===== config.mk =====
export PLATFORM = sky130hd
export DESIGN_NAME = ase_cell
export DESIGN_NICKNAME = d
export VERILOG_FILES = /design/src/rtl/ase_pkg.sv /design/src/rtl/ase_cell.sv
export SDC_FILE = /design/constraint.sdc
export NUM_CORES = 1
export LEC_CHECK = 0
export BUFFER_PORTS_ARGS = -buffer_cell sky130_fd_sc_hd__buf_2
export CAP_MARGIN = 20
export CORE_MARGIN = 2
export CORE_UTILIZATION = 41
export CTS_CLUSTER_DIAMETER = 30
export DETAILED_ROUTE_END_ITERATION = 8
export PLACE_DENSITY = 0.83
export SLEW_MARGIN = 0
export SYNTH_ARGS = -nofsm -noshare
export SYNTH_HDL_FRONTEND = slang
export SYNTH_SLANG_ARGS = --single-unit

===== constraint.sdc =====
create_clock -name clock -period 4.03 [get_ports clock]
set_clock_uncertainty 0.1 [all_clocks]
set_input_delay 0.6045 -clock clock [delete_from_list [all_inputs] [get_ports clock]]
set_output_delay 0.6045 -clock clock [all_outputs]
set_load 0.05 [all_outputs]

===== src/rtl/ase_pkg.sv =====
// shared types and constants for the ascending sort engine
// no dependencies
package ase_pkg;

   localparam int DEPTH  = 64;
   localparam int DATA_W = 32;

   typedef logic signed [DATA_W-1:0] elem_type;

   // per-cell control, broadcast from the top level to every cell
   typedef struct packed {
      logic     insert;
      logic     shift;
      elem_type new_value;
   } cell_ctrl_type;

   typedef enum logic {
      ST_LOAD,
      ST_DRAIN
   } state_type;

endpackage


===== src/rtl/ase_cell.sv =====
// one insertion cell of the sorting chain: holds one element and its occupied bit
// depends on ase_pkg
module ase_cell import ase_pkg::*; (
   input  logic          clock,
   input  logic          reset,
   input  cell_ctrl_type ctrl,
   input  logic          left_occ,
   input  logic          left_gt,
   input  elem_type      left_value,
   input  logic          right_occ,
   input  elem_type      right_value,
   output logic          occ,
   output logic          gt,
   output elem_type      value
);

   logic     occ_ff;
   logic     occ_in;
   elem_type value_ff;
   elem_type value_in;

   // an empty cell ranks above any incoming value
   assign gt    = !occ_ff || (value_ff > ctrl.new_value);
   assign occ   = occ_ff;
   assign value = value_ff;

   // insert: cells above the new value move up one place, the boundary cell takes it
   // shift: whole chain moves down one place toward the output
   always_comb begin
      value_in = value_ff;
      occ_in   = occ_ff;
      if (ctrl.insert) begin
         if (gt) begin
            value_in = left_gt ? left_value : ctrl.new_value;
         end
         occ_in = occ_ff | left_occ;
      end else if (ctrl.shift) begin
         value_in = right_value;
         occ_in   = right_occ;
      end
   end

   always_ff @(posedge clock) begin
      if (reset) begin
         occ_ff <= 1'b0;
      end else begin
         occ_ff <= occ_in;
      end
   end

   always_ff @(posedge clock) begin
      value_ff <= value_in;
   end

endmodule


==> reports/results.ini, run 1 <==
[outcome]
outcome=complete, no violations

[critical_path]
cp_top_family=simple AND/OR/NAND/NOR gates
slowest_stage=nor4_2
slowest_delay_ps=380
critPathRequiredTime_ps=3330
r2r-start=value[31]$_DFFE_PP_
crit_start=ctrl[31]
critPathKind=in -> out
cp_common_cell=buf_2
arrival_ps=2510
cp_num_buf_inv=3
crit_fanout=3
critPathLaunchType=primary input
cp_cell_sequence=buf_2 -> inv_1 -> ha_1 -> nand4_2 -> nor4_2 -> nand4_1 -> a31oi_1 -> o21ai_1 -> nand2_1 -> buf_2
endpoint_kind=primary output

[synth]
synth_edf_count=32
syn_inst=258
ys_seq_area_share_pct=39.38
ys_types=30
synth_fp_nets=393
syn-cell-area_um2=2491
yosysWarnings=0
async_flop_share_pct=0
avgSynthCellArea_um2=9.656
ys.flop_type=edfxtp_1
synth_seq_cells=33

[sta]
grt_setup_unrepaired=false
slew_viol_final=0
fin_tns_setup_ps=0
period_share_pct=79.76
setup_violations=0
worstMarginPinSlew_ps=957.4
fmax_ghz=0.3111
final.min_clock_period_ps=3214
maxSlewHeadroom_pct=36.17
hold_viol_final=0
holdWs_ps=380.3

[cts]
cts_max_path_buffers=2
clockRootBuffer=clkbuf_8
clk-insertion-delay-late_ps=280
holdBufCountCts=0
htree_levels=2
ctsResizeCount=0
clock_sinks=33
cts_setup_buffers=0
cts_tree=done
cts_buffers=5
clk_pin_slew_worst_paths_ps=70

[route]
via_count=2305
wl_per_cell_um=13.21
ant_nets=0
vias_per_cell=4.925
wl_um=6183
drt_iter0_markers=69
drc_errors=0
first_pass_iters=4

[global_routing]
grt_usage_pct=18.22
grt_max_degree=36
grt_overflow=0
grt_pass1_wl_um=9294
antenna_found_initial=0
grt_pass1_vias=2202

[die]
io-pin-count=137
dieArea_um2=6716
die_w_um=81.95
initial_core_util_pct=42.33
num_rows=28
coreArea_um2=5886
die_y_um=81.95

[place]
dp_hpwl_um=5077
place.gp.congestion=0.6769
io_buffers=136

[power_and_ir_drop]
irDropWorstVdd_uv=160.4
p_leak_uw=0.001742
p_per_area_nw_per_um2=321.7

[hold_path]
hp-class=in -> reg
min_from=reset

[final_layout]
diodes=0
drive_gt1_share_pct=37.91
area_growth_pct=34.25
fin_nets=527
finish.utilization_pct=56.82

[job]
maxCapViolCount=0

state kept, by name (all words and copies together), names as in the netlist:
register	cells
value	32
occ	1
synthesized netlist by cell type, types with 3 or more instances:
cell	n	area share, %
nor2_1	35	5.3
a21oi_1	42	8.4
ha_1	32	16
edfxtp_1	32	39
buf_2	3	0.60
o21ai_0	3	0.60
nand2_1	6	0.90
nand4_1	5	1.3
clkbuf_1	7	1.1
a21o_1	4	1.2
inv_1	33	5.0
mux2i_1	32	13
cells in the final DEF (no fill, tap or decap), types with 3 or more instances in the layout:
master and count:
o21ai_0 3, buf_2 136, mux2i_1 32, clkbuf_8 5, inv_1 33, nor2_1 35
a21o_1 4, ha_1 32, nand4_1 5, a21oi_1 42, nand2_1 6, edfxtp_1 32
worst paths after layout:
path | depth (start not counted) | end | slack, ps
worst max-delay path | 10 | gt | 820
worst min register to register | 2 | occ$_SDFFE_PP0P_ | 570
worst min-delay path | 2 | occ$_SDFFE_PP0P_ | 380
worst max register to register | 8 | value[31]$_DFFE_PP_ | 1000
per-stage QoR:
| step | setup WS [ps] | instance area (um^2) | power, uW | instances |
|---|---|---|---|---|
| floorplan | 611.2 | 2497 | 716.0 | 258 |
| global placement | 749.9 | 3263 | 834.8 | 460 |
| detailed placement | 681.0 | 3263 | 847.9 | 460 |
| CTS | 806.3 | 3344 | 1089 | 468 |
| global route | 689.1 | 3344 | 1146 | 468 |
| finish | 815.5 | 3344 | 1076 | 468 |
where the power goes:
part | leakage [uW] | switching (uW) | internal (uW)
Clock | 0.0000430 | 122 | 116
Sequential | 0.000326 | 20.1 | 421
Combinational | 0.00137 | 258 | 139
Total | 0.00174 | 400 | 676
metal layers:
layer	share of wire, %	track usage (%)
met1	40	19.41
met2	53	34.96
met4	0.24	5.167
met3	6.4	4.725
met5	0	0
final cells by class:
type / instances / area (um^2)
fill: 541 / 2541
multi-input combinational: 181 / 1356
sequential: 33 / 980.9
timing repair buffer: 138 / 708.2
inverter: 33 / 123.9
tap: 75 / 93.84
clock buffer: 5 / 68.82
clock inverter: 3 / 12.51
cells by family after synthesis:
kind of cell | after synthesis | synth area share, %
buffers and inverters | 44 | 6.780
AOI/OAI and AO/OA | 61 | 14.06
DFF | 33 | 39.38
muxes | 32 | 12.86
and+or+nand+nor | 56 | 10.85
adders and majority gates | 32 | 16.07
(Power assumes the default switching activity.)
==> run 2, diff against run 1 <==
Settings changed: CORE_UTILIZATION 41 to 45, PLACE_DENSITY 0.83 to 0.86.
Clock period 4.03 ns to 3.3 ns, I/O delays scaled along.
==> run 2 against run 1 <==
Total power rose by 24%. Setup slack worse by 620 ps. Clock-buffer cell count increased by 3. Register-to-register slack worse by 700 ps.
==> reports/results.ini, run 2 (same netlist as run 1, synthesis figures left out) <==
[die]
io-pin-count=137  ; unchanged
num_rows=27  ; -3.6%
die_y_um=78.41  ; -4.3%
die_w_um=78.41  ; -4.3%
dieArea_um2=6147  ; -8.5%
coreArea_um2=5439  ; -7.6%
initial_core_util_pct=45.80  ; +3.5 points

[route]
ant_nets=0  ; unchanged
wl_um=6202  ; +0.31%
wl_per_cell_um=13.25  ; +0.31%
vias_per_cell=5.077  ; +3.1%
drt_iter0_markers=70  ; +1.4%
first_pass_iters=4  ; unchanged
drc_errors=0  ; unchanged
via_count=2376  ; +3.1%

[sta]
grt_setup_unrepaired=false
worstMarginPinSlew_ps=994.2  ; +36.79 ps
setup_violations=0  ; unchanged
period_share_pct=94.22
holdWs_ps=268.7  ; -111.5 ps
final.min_clock_period_ps=3109
maxSlewHeadroom_pct=33.72  ; -2.5 points
slew_viol_final=0  ; unchanged
fmax_ghz=0.3216
hold_viol_final=0  ; unchanged

[final_layout]
fin_nets=530  ; +0.57%
finish.utilization_pct=62.13  ; +5.3 points
largest_register_ffs=32  ; unchanged
diodes=0  ; unchanged
fillers=476  ; -12%
final_cell_count_no_fill=468  ; unchanged
multi_input_area_um2=1356  ; unchanged
area_growth_pct=35.66
final_common_cell=buf_2
drive_gt1_share_pct=38.38  ; +0.47 points
regArea_um2=980.9  ; unchanged
most-common-layout-cells=buf_2 (136), a21oi_1 (42), nor2_1 (35)

[place]
place.gp.congestion=0.7623  ; +13%
dp_hpwl_um=5029  ; -0.93%
io_buffers=136  ; unchanged
place_inst=459  ; -0.22%

[cts]
cts_buffers=5  ; unchanged
clk_pin_slew_worst_paths_ps=70  ; about the same
clock_sinks=33  ; unchanged
clockRootBuffer=clkbuf_8
cts_max_path_buffers=2  ; unchanged
cts_tree=done
ctsResizeCount=0  ; unchanged
clk-insertion-delay-late_ps=280  ; about the same
holdBufCountCts=0  ; unchanged
htree_levels=2  ; unchanged
cts_setup_buffers=0  ; unchanged

[global_routing]
grt_pass1_wl_um=10350  ; +11%
grt_overflow=0  ; unchanged
grt_pass1_vias=2443  ; +11%
grt_max_degree=35  ; -2.8%
antenna_found_initial=0  ; unchanged
grt_usage_pct=21.24  ; +3.0 points

[critical_path]
critPathKind=reg -> out
crit_fanout=3  ; unchanged
critPathLaunchType=flop
arrival_ps=2510  ; about the same
critPathRequiredTime_ps=2700  ; -630 ps
endpoint_kind=primary output

[power_and_ir_drop]
p_per_area_nw_per_um2=395.7  ; +23%
irDropWorstVdd_uv=222.2  ; +39%
p_leak_uw=0.001762  ; +1.1%
power_uw=1337  ; +24%

[outcome]
outcome=complete, no violations

[job]
maxCapViolCount=0  ; unchanged

[hold_path]
hp-class=in -> reg

## run 2: changes by cell type in the layout (fill, tap and decap cells not counted)
| cell | change |
|---|---|
| clkbuf_1 | +2 |
| clkinv_2 | -1 |
| clkbuf_8 | +1 |
| buf_12 | -1 |
| buf_16 | +1 |
| buf_4 | +3 |
| clkinv_1 | -2 |
## run 2: metal layers
metal / vias up / routed length (um) / track usage (%)
met4: 0 / 154 / 8.421
met3: 16 / 380 / 4.023
li1: 1214 / - / -
met5: - / 0 / 0
met2: 91 / 3209 / 40.95
met1: 1055 / 2458 / 22.54
## run 2: final cells by class
class                           count  area share [%]
Sequential cell                    33           29.03
Multi-Input combinational cell    181           40.13
Inverter                           33           3.665
Tap cell                           72           2.666
Clock buffer                        8           2.666
Timing Repair Buffer              141           21.84
## run 2: per-stage QoR
| stage | TNS, ps | setup slack (ps) | area [um^2] |
|---|---|---|---|
| 2_1_floorplan | 0 | 270.2 | 2506 |
| 3_3_place_gp | 0 | 52.54 | 3262 |
| 3_5_place_dp | -4128 | -129.6 | 3262 |
| 4_1_cts | 0 | 72.00 | 3352 |
| 5_1_grt | 0 | 26.90 | 3379 |
| 6_report | 0 | 190.9 | 3379 |
## run 2: path summary, 6_finish.rpt
path | from | to | slack, ps | depth (start not counted)
hold reg to reg | occ$_SDFFE_PP0P_ | occ$_SDFFE_PP0P_ | 580 | 2
setup / recovery | value[11]$_DFFE_PP_ | gt | 190 | 8
hold / removal | reset | occ$_SDFFE_PP0P_ | 270 | 2
setup reg to reg | value[27]$_DFFE_PP_ | value[16]$_DFFE_PP_ | 300 | 8
## run 2: power breakdown
group	internal (uW)	switching (uW)
Combinational	174	315
Clock	170	140
Sequential	514	24.3
## run 2: worst max-delay path: stages (launching register included)
cell and delay [ps]:
edfxtp_1 400, ha_1 340, nand4_1 140, buf_4 160, or4_1 500, o22a_1 190, o21ai_1 170, nand2_1 110
buf_2 220
